--- src/rtl/stable_max_priority_queue_core_defines.svh ---
// Assertion macros for the stable max priority queue core
`ifndef STABLE_MAX_PRIORITY_QUEUE_CORE_DEFINES_SVH
`define STABLE_MAX_PRIORITY_QUEUE_CORE_DEFINES_SVH

`ifndef SYNTH
// property must hold at every edge outside reset
`define SMPQ_ASSERT(label, clk, rst, prop, msg) \
   label: assert property (@(posedge clk) disable iff (rst) (prop)) else $error(msg);
// condition must never be seen outside reset
`define SMPQ_NEVER(label, clk, rst, cond, msg) \
   label: assert property (@(posedge clk) disable iff (rst) !(cond)) else $error(msg);
`else
`define SMPQ_ASSERT(label, clk, rst, prop, msg)
`define SMPQ_NEVER(label, clk, rst, cond, msg)
`endif

`endif

--- src/rtl/smpq_pkg.sv ---
// Shared types and constants for the stable max priority queue core
package smpq_pkg;

   localparam int DEPTH = 64;
   localparam int CNT_W = $clog2(DEPTH + 1);

   localparam logic [2:0] TAG_LIMIT = 3'd4;

   typedef enum logic [1:0] {
      CMD_INSERT = 2'd0,
      CMD_POP    = 2'd1,
      CMD_ASSIGN = 2'd2,
      CMD_NONE   = 2'd3
   } cmd_type;

   typedef enum logic [1:0] {
      ST_OK     = 2'd0,
      ST_FULL   = 2'd1,
      ST_EMPTY  = 2'd2,
      ST_BADTAG = 2'd3
   } status_type;

   typedef enum logic [1:0] {
      OP_HOLD   = 2'd0,
      OP_INSERT = 2'd1,
      OP_POP    = 2'd2,
      OP_TAG    = 2'd3
   } cell_op_type;

   typedef struct packed {
      logic [7:0] key;
      logic [7:0] id;
      logic [1:0] tag;
   } entry_type;

   // broadcast to every cell of the chain
   typedef struct packed {
      cell_op_type op;
      entry_type   new_entry;
      logic [1:0]  tag;
   } cell_ctrl_type;

endpackage

--- src/rtl/smpq_cell.sv ---
// One slot of the sorted chain: holds an entry and shifts with its neighbors
module smpq_cell
   import smpq_pkg::*;
(
   input  logic          clock,
   input  cell_ctrl_type ctrl,
   input  logic          occ,
   input  logic          head_sel,
   input  logic          left_keep,
   input  entry_type     left_entry,
   input  entry_type     right_entry,
   output entry_type     entry,
   output entry_type     entry_next,
   output logic          keep
);

   entry_type entry_ff;
   entry_type entry_in;

   // an occupied slot with key >= new key keeps its place (stable order)
   assign keep = occ && (entry_ff.key >= ctrl.new_entry.key);

   // next slot content
   always_comb begin
      entry_in = entry_ff;
      case (ctrl.op)
         OP_INSERT: begin
            if (!keep) begin
               entry_in = left_keep ? ctrl.new_entry : left_entry;
            end
         end
         OP_POP: begin
            entry_in = right_entry;
         end
         OP_TAG: begin
            if (head_sel) begin
               entry_in.tag = ctrl.tag;
            end
         end
         default: begin
            entry_in = entry_ff;
         end
      endcase
   end

   // payload only, no reset
   always_ff @(posedge clock) begin
      entry_ff <= entry_in;
   end

   assign entry      = entry_ff;
   assign entry_next = entry_in;

endmodule

--- src/rtl/stable_max_priority_queue_core.sv ---
// Stable max priority queue: a chain of DEPTH cells kept sorted by key.
// A result word is registered and shows in the cycle after its word is accepted.
// One word per cycle when not stalled; every cell compares and shifts in parallel.
// The output register frees again in the cycle its word is taken.
// Reset clears the entry count and the output valid; cell contents are not cleared.
`include "stable_max_priority_queue_core_defines.svh"
module stable_max_priority_queue_core
   import smpq_pkg::*;
(
   input  logic       clock,
   input  logic       reset,
   input  logic       req_valid,
   output logic       req_ready,
   input  logic [1:0] req_command,
   input  logic [7:0] req_entry_key,
   input  logic [7:0] req_entry_id,
   input  logic [2:0] req_tag_value,
   output logic       rsp_valid,
   input  logic       rsp_ready,
   output logic [1:0] rsp_status,
   output logic       rsp_head_valid,
   output logic [7:0] rsp_head_key,
   output logic [7:0] rsp_head_id,
   output logic [1:0] rsp_head_tag,
   output logic [6:0] rsp_entry_count
);

   logic [CNT_W-1:0] count_ff;
   logic [CNT_W-1:0] count_in;
   logic             rsp_valid_ff;
   status_type       rsp_status_ff;
   logic             rsp_head_valid_ff;
   entry_type        rsp_head_ff;
   logic [6:0]       rsp_count_ff;

   logic          fire;
   logic          full;
   logic          empty;
   status_type    status;
   cell_ctrl_type ctrl;
   logic          head_valid;
   entry_type     head;

   entry_type        cell_entry [DEPTH];
   entry_type        cell_next  [DEPTH];
   logic [DEPTH-1:0] cell_keep;
   logic [DEPTH-1:0] cell_occ;

   assign req_ready = !rsp_valid_ff || rsp_ready;
   assign fire      = req_valid && req_ready;
   assign full      = (count_ff == CNT_W'(DEPTH));
   assign empty     = (count_ff == '0);

   // decode the word into a cell operation, status and next count
   always_comb begin
      ctrl.op                = OP_HOLD;
      ctrl.new_entry.key     = req_entry_key;
      ctrl.new_entry.id      = req_entry_id;
      ctrl.new_entry.tag     = 2'd0;
      ctrl.tag               = req_tag_value[1:0];
      status                 = ST_OK;
      count_in               = count_ff;
      case (req_command)
         CMD_INSERT: begin
            if (full) begin
               status = ST_FULL;
            end else if (fire) begin
               ctrl.op  = OP_INSERT;
               count_in = count_ff + CNT_W'(1);
            end
         end
         CMD_POP: begin
            if (empty) begin
               status = ST_EMPTY;
            end else if (fire) begin
               ctrl.op  = OP_POP;
               count_in = count_ff - CNT_W'(1);
            end
         end
         CMD_ASSIGN: begin
            if (empty) begin
               status = ST_EMPTY;
            end else if (req_tag_value >= TAG_LIMIT) begin
               status = ST_BADTAG;
            end else if (fire) begin
               ctrl.op = OP_TAG;
            end
         end
         default: begin
            status = ST_OK;
         end
      endcase
   end

   // the cell chain
   for (genvar i = 0; i < DEPTH; i++) begin : g_cell
      assign cell_occ[i] = (CNT_W'(i) < count_ff);
      if (i == 0) begin : g_head
         smpq_cell u_cell (
            .clock       (clock),
            .ctrl        (ctrl),
            .occ         (cell_occ[i]),
            .head_sel    (1'b1),
            .left_keep   (1'b1),
            .left_entry  ('0),
            .right_entry ((DEPTH > 1) ? cell_entry[(i + 1) % DEPTH] : '0),
            .entry       (cell_entry[i]),
            .entry_next  (cell_next[i]),
            .keep        (cell_keep[i])
         );
      end else if (i == DEPTH - 1) begin : g_tail
         smpq_cell u_cell (
            .clock       (clock),
            .ctrl        (ctrl),
            .occ         (cell_occ[i]),
            .head_sel    (1'b0),
            .left_keep   (cell_keep[i - 1]),
            .left_entry  (cell_entry[i - 1]),
            .right_entry ('0),
            .entry       (cell_entry[i]),
            .entry_next  (cell_next[i]),
            .keep        (cell_keep[i])
         );
      end else begin : g_mid
         smpq_cell u_cell (
            .clock       (clock),
            .ctrl        (ctrl),
            .occ         (cell_occ[i]),
            .head_sel    (1'b0),
            .left_keep   (cell_keep[i - 1]),
            .left_entry  (cell_entry[i - 1]),
            .right_entry (cell_entry[i + 1]),
            .entry       (cell_entry[i]),
            .entry_next  (cell_next[i]),
            .keep        (cell_keep[i])
         );
      end
   end

   // reported head: removed entry on a pop, else head after the operation
   always_comb begin
      if (ctrl.op == OP_POP) begin
         head_valid = 1'b1;
         head       = cell_entry[0];
      end else begin
         head_valid = (count_in != '0);
         head       = head_valid ? cell_next[0] : '0;
      end
   end

   // control registers
   always_ff @(posedge clock) begin
      if (reset) begin
         count_ff     <= '0;
         rsp_valid_ff <= 1'b0;
      end else begin
         count_ff <= count_in;
         if (fire) begin
            rsp_valid_ff <= 1'b1;
         end else if (rsp_ready) begin
            rsp_valid_ff <= 1'b0;
         end
      end
   end

   // result word register
   always_ff @(posedge clock) begin
      if (fire) begin
         rsp_status_ff     <= status;
         rsp_head_valid_ff <= head_valid;
         rsp_head_ff       <= head;
         rsp_count_ff      <= 7'(count_in);
      end
   end

   assign rsp_valid       = rsp_valid_ff;
   assign rsp_status      = rsp_status_ff;
   assign rsp_head_valid  = rsp_head_valid_ff;
   assign rsp_head_key    = rsp_head_ff.key;
   assign rsp_head_id     = rsp_head_ff.id;
   assign rsp_head_tag    = rsp_head_ff.tag;
   assign rsp_entry_count = rsp_count_ff;

   // checks
   `SMPQ_NEVER(a_count_bound, clock, reset, count_ff > CNT_W'(DEPTH), "count above depth")
   `SMPQ_ASSERT(a_insert_count, clock, reset, (fire && ctrl.op == OP_INSERT) |=> (count_ff == $past(count_ff) + CNT_W'(1)), "insert did not bump count")
   `SMPQ_ASSERT(a_fire_rsp, clock, reset, fire |=> rsp_valid_ff, "accepted word gave no result")
   `SMPQ_NEVER(a_head_zero, clock, reset, rsp_valid_ff && !rsp_head_valid_ff && (rsp_head_ff != '0), "invalid head not zero")

endmodule
--- config.mk ---
export PLATFORM = sky130hd
export DESIGN_NAME = stable_max_priority_queue_core
export DESIGN_NICKNAME = d
export VERILOG_FILES = /design/src/rtl/smpq_pkg.sv /design/src/rtl/smpq_cell.sv /design/src/rtl/stable_max_priority_queue_core.sv
export VERILOG_INCLUDE_DIRS = /design/src /design/src/rtl
export SDC_FILE = /design/constraint.sdc
export NUM_CORES = 2
export LEC_CHECK = 0
export BUFFER_PORTS_ARGS = -buffer_cell sky130_fd_sc_hd__buf_2
export CAP_MARGIN = 20
export CORE_MARGIN = 1
export CORE_UTILIZATION = 31
export DETAILED_ROUTE_END_ITERATION = 12
export PLACE_DENSITY_LB_ADDON = 0.25
export SLEW_MARGIN = 10
export SYNTH_ARGS = -nofsm -noshare
export SYNTH_HDL_FRONTEND = slang
export SYNTH_SLANG_ARGS = --single-unit
--- constraint.sdc ---
create_clock -name clock -period 12 [get_ports clock]
set_input_delay 2.4 -clock clock [delete_from_list [all_inputs] [get_ports clock]]
set_output_delay 2.4 -clock clock [all_outputs]
set_load 0.01 [all_outputs]
=== After elaboration in Yosys (flattened, before gate mapping) ===
Index checks and enable logic that the tools add are counted.

* Flip-flop bits (word level): 1188
* Input bits: 25
* Output and inout bits: 30
* Logic and storage cells: 812

* Multiplexer cells: 277
* Magnitude comparators: 129
* Add/subtract/negate cells: 2
* Equal/unequal tests: 69
* Reduce and logical (&&, ||, !) cells: 135

{| class="wikitable"
|+ Operators by type and width
! kind !! count
|-
| $mux 18 || 129
|-
| $pmux 16 s2 || 64
|-
| $ge 8x8->1 || 64
|-
| $pmux 2 s2 || 63
|-
| $lt 6x7->1 const A || 32
|-
| $ne 2x2->1 const B || 63
|-
| $reduce_and 2->1 || 63
|-
| $lt 5x7->1 const A || 16
|-
| $logic_and 1x1->1 || 65
|-
| $lt 4x7->1 const A || 8
|-
| $lt 3x7->1 const A || 4
|-
| $mux 7 || 4
|-
| $pmux 2 s3 || 3
|-
| $mux 2 || 8
|-
| $lt 1x7->1 const A || 2
|-
| $lt 2x7->1 const A || 2
|-
| $pmux 7 s2 || 1
|-
| $add 7x1->7 const B || 1
|-
| $eq 7x7->1 const B || 1
|-
| $logic_not 7->1 || 1
|-
| $reduce_bool 7->1 || 1
|-
| $sub 7x1->7 const B || 1
|-
| $eq 2x2->1 const B || 3
|-
| $mux 1 || 5
|-
| 6 further kinds || 8
|}

=== Depth between registers and ports, before layout ===
* Word-level depth: 11
* Mapped depth: 18

=== Hierarchy ===
A second synthesis with hierarchy kept.

* Cell total of the unflattened synthesis: 11453
* Area total of the unflattened synthesis: 94614.5 um^2

{| class="wikitable"
|+ By module, submodules not included
! module !! seq. area each (um^2) !! cells each !! instances !! area an instance (um^2)
|-
| smpq_cell || 360.3 || 174 || 64 || 1436.4
|-
| stable_max_priority_queue_core || 1001.0 || 317 || 1 || 2686.3
|}

=== Worst setup path after synthesis ===
OpenSTA, ideal clock, no wires.

* Kind: input port to flip-flop
* Start point: in req_entry_key[4]
* End point: reg g_cell[46].g_mid.u_cell.entry_ff, in the netlist g_cell[46].g_mid.u_cell.entry[0], enable pin
* Arrival time: 6.484 ns
* Setup time: 0.392 ns
* Data required time: 11.608 ns
* Stages on the path: 10
* Buffers on the path: 2
* Setup slack: 5.123 ns
* Cells stage by stage: inv_1 -> ha_1 -> a21o_1 -> a2111oi_0 -> o21ai_0 -> o2111ai_1 -> buf_1 -> buf_1 -> nor2_1 -> nor2_1

* Cells in the longest elaborated chain, start to end: 4

{| class="wikitable"
|+ RTL lines
! item !! line !! RTL
|-
| start: declaration || stable_max_priority_queue_core.sv:15 || <nowiki>input logic [7:0] req_entry_key,</nowiki>
|-
| $ge 8x8->1 || smpq_cell.sv:21 || <nowiki>assign keep = occ && (entry_ff.key >= ctrl.new_entry.key);</nowiki>
|-
| $logic_and 1x1->1 || smpq_cell.sv:21 ||
|-
| $ne 2x2->1 (no line) || - ||
|-
| $reduce_and 2->1 (no line) || - ||
|-
| end signal: assignment || smpq_cell.sv:48 || <nowiki>entry_ff <= entry_in;</nowiki>
|-
| end: declaration || smpq_cell.sv:17 || <nowiki>entry_type entry_ff;</nowiki>
|}

No other way between the ends.
A chain may end at the register's enable or synchronous reset.

==> impl_metrics.toml <==
[die]
area_of_the_die_um2 = 230000
num_rows = 174
die-width_um = 479
dieHeight_um = 479
floorplan.io_pins = 55
effective_utilization_at_floorplan_pct = 31.3
coreArea_um2 = 226000

[critical_path]
critical_path_required_ns = 12.54
depth_of_the_worst_register_to_register_path = 13
critical_path_peak_fanout = 255
setup_crit_start_kind = "input pin"
setup.worst_path.class = "input pin to flip-flop"
worst-endpoint-arrival_ns = 6.99
critical_path.endpoint_type = "flip-flop"

[clock_network]
cts_root_buf = "clkbuf_16"
hold_buffers = 0
cts_tree = "built"
post_cts_setup_buffer_count = 0
ctsLongestPathBuffers = 3
cts.sink_count = 1188
worstSkewPairLatency_ns = 0.80
cts_buffers = 136
cts-htree-levels = 4
cts_repair_resized_insts = 0
worst_setup_hold_path_clk_slew_ns = 0.06

[placement]
numPortBuffers = 54
gpl.final_weighted_congestion = 0.867
pre_cts_ws_ns = 4.88
post-dp-hpwl_mm = 176

[sta]
unrepaired_setup_endpoints_after_global_routing = "false"
setup_viol_count_final = 0
hold-worst-slack_ns = 0.529
max_slew_margin_pct = 22.8
setup_tns_ns = 0
layout_min_cycle_time_ns = 6.45
setup_slack_ns = 5.55
tightest_slew_ns = 1.16
timing.final.hold_violations = 0
final.period_utilization_pct = 53.7
timing.final.max_slew_violations = 0
timing.clock.skew_ns = 0.0302
fmax_mhz = 155

[grt]
globalRouteTotalUtil_pct = 22.2
via_count_of_the_first_global_routing_pass = 53400
grt_max_degree = 269
grt_pass1_wl_mm = 378
antenna_violations_before_repair = 17
globalRoute.totalOverflow = 0

[synthesis]
synth-async-reset-ratio_pct = 0
post_synth_inst_count = 6637
yosys_warnings = 0
synth-seq-cells = 1188
postSynthAreaPerCell_um2 = 10.6
synth_area_um2 = 70700
synthFlopType = "edfxtp_1"
synth_sequential_area_ratio_pct = 50.1
postSynthNetCount = 7181
post_synth_edffs = 1162
yosys.cell_types.count = 60

[cells_and_area]
finalNetCount = 7012
leading_cell_types_in_the_layout_fill_and_taps_excluded = "edfxtp_1, nand2_1, o21ai_0, mux2i_1, ha_1"
final_layout_size_suffix_gt1_share_pct = 8.70
postLayoutCoreUtil_pct = 35.1
area.growth.synth_to_final_pct = 12.2
n_fill_cell = 22400
leading_cell_type_in_the_layout_fill_and_taps_excluded = "edfxtp_1"

[min_path]
hold_critical_path_depth = 2
min_path_type = "flip-flop to flip-flop"

[route]
number_of_nets_with_antenna_violations_after_detailed_routing = 0
avgViaCountPerCell = 5.73
drt-met1-wl_mm = 114
wl_met2_mm = 120
first_iter_violations = 5838
totalWireLength_mm = 262
topRoutingLayerUsed = "met5"
routedWlPerCell_um = 27.4
drt_first_pass_iters = 6
drcViolationCount = 0
met3_length_mm = 18.7
via_count = 54800

[pwr]
p_total_w = 0.0108
vdd_drop_max_uv = 128
p_leak_nw = 29.5
pwr_density_cell_nw_per_um2 = 137

[run_status]
result_of_the_run = "complete, no violations"

[run]
maxCapViolCount = 0
-- path summary, 6_finish.rpt --
check,to,from,slack (ns)
worst min register to register,g_cell[62].g_mid.u_cell.entry[6],g_cell[63].g_tail.u_cell.entry[6],0.53
worst max-delay path,g_cell[52].g_mid.u_cell.entry[3],rsp_ready,5.55
worst min-delay path,g_cell[62].g_mid.u_cell.entry[6],g_cell[63].g_tail.u_cell.entry[6],0.53
worst max register to register,g_cell[52].g_mid.u_cell.entry[3],count_ff[1],5.71
-- worst max-delay path, cell delays in order --
cell and delay [ns]:
buf_2 0.10, nor2b_1 0.29, inv_1 0.19, nand2_1 0.25
nor3_1 0.16, inv_1 0.15, ha_4 0.61, buf_4 0.69
buf_4 0.75, buf_12 0.69, nor3b_1 0.12, a221o_1 0.30
-- logic make-up (layout without fill, tap and decap cells) --
family / Yosys count / in the layout / synth area share, %
adders and majority gates: 519 / 519 / 9.19
AOI/OAI and AO/OA: 1782 / 1782 / 15.6
and+or+nand+nor: 1811 / 1811 / 11.8
buffers and inverters: 637 / 571 / 3.42
muxes: 696 / 696 / 9.86
xor gates and xnor gates: 4 / 4 / 0.0496
DFF: 1188 / 1188 / 50.1
other: 0 / 13 / 0
-- per-layer routing --
layer  vias up  GRT usage, %
met5         -             0
met4         6          7.97
met3       454          3.55
met2      2226          35.4
met1     27600          30.3
li1      24600             -
-- layout make-up --
type / count / area [um^2] / share of cell area, %
diodes: 13 / 32.5 / 0.0410
clock buffers: 179 / 3640 / 4.59
clock inverters: 62 / 603 / 0.761
inverters: 98 / 393 / 0.496
multi-input cells: 4812 / 33500 / 42.3
flip-flops and latches: 1188 / 35400 / 44.7
well taps: 2992 / 3740 / 4.72
repair buffers: 232 / 1930 / 2.43
-- synth_stat cells (5+ instances only) --
cell	n	area [um^2]
o21a_1	43	323
a2111oi_0	8	70.1
o22ai_1	47	294
nor2b_1	42	263
o2111ai_1	5	43.8
inv_1	97	364
nand3_1	58	290
ha_1	519	6490
buf_1	74	278
o311ai_0	12	105
or2_2	17	106
o21ai_0	846	4230
a2bb2oi_1	46	403
a21oi_1	342	1710
dfxtp_1	26	521
or4_1	34	255
o41ai_1	9	78.8
a22oi_1	22	165
nor3b_1	181	1360
mux2i_1	696	6970
and2_1	8	50.1
o211ai_1	9	67.6
nand2_1	994	3730
nand2b_1	125	782
a31oi_1	40	250
nor4_1	16	100
and3_1	13	81.3
a21o_1	58	435
or3_1	8	50.1
a221o_1	182	1820
nor3_1	45	225
o221a_2	32	360
buf_2	6	30.0
edfxtp_1	1162	34900
nor2_1	263	987
a211oi_1	58	435
clkbuf_1	457	1720
-- power by group --
part,total [W],switching (W),internal [W]
sequential,0.00522,0.000268,0.00495
clock,0.00415,0.00185,0.00230
combinational,0.00146,0.000959,0.000499
-- registers in the layout, summed over array words and instances (netlist names) --
register and count:
rsp_status 2, rsp_head_valid 1, count_ff 7, rsp_head_key 8
g_cell.g_tail.u_cell.entry 18, rsp_valid 1, g_cell.g_head.u_cell.entry 18, g_cell.g_mid.u_cell.entry 1116
rsp_head_tag 2, rsp_entry_count 7, rsp_head_id 8
-- through the flow --
step           area, um^2  std cells
6_report            79300       9576
3_3_place_gp        74600       9294
2_1_floorplan       70700       6637
3_5_place_dp        74800       9310
5_1_grt             79200       9568
4_1_cts             79100       9551
No activity file was read; power rests on OpenSTA's default activity.
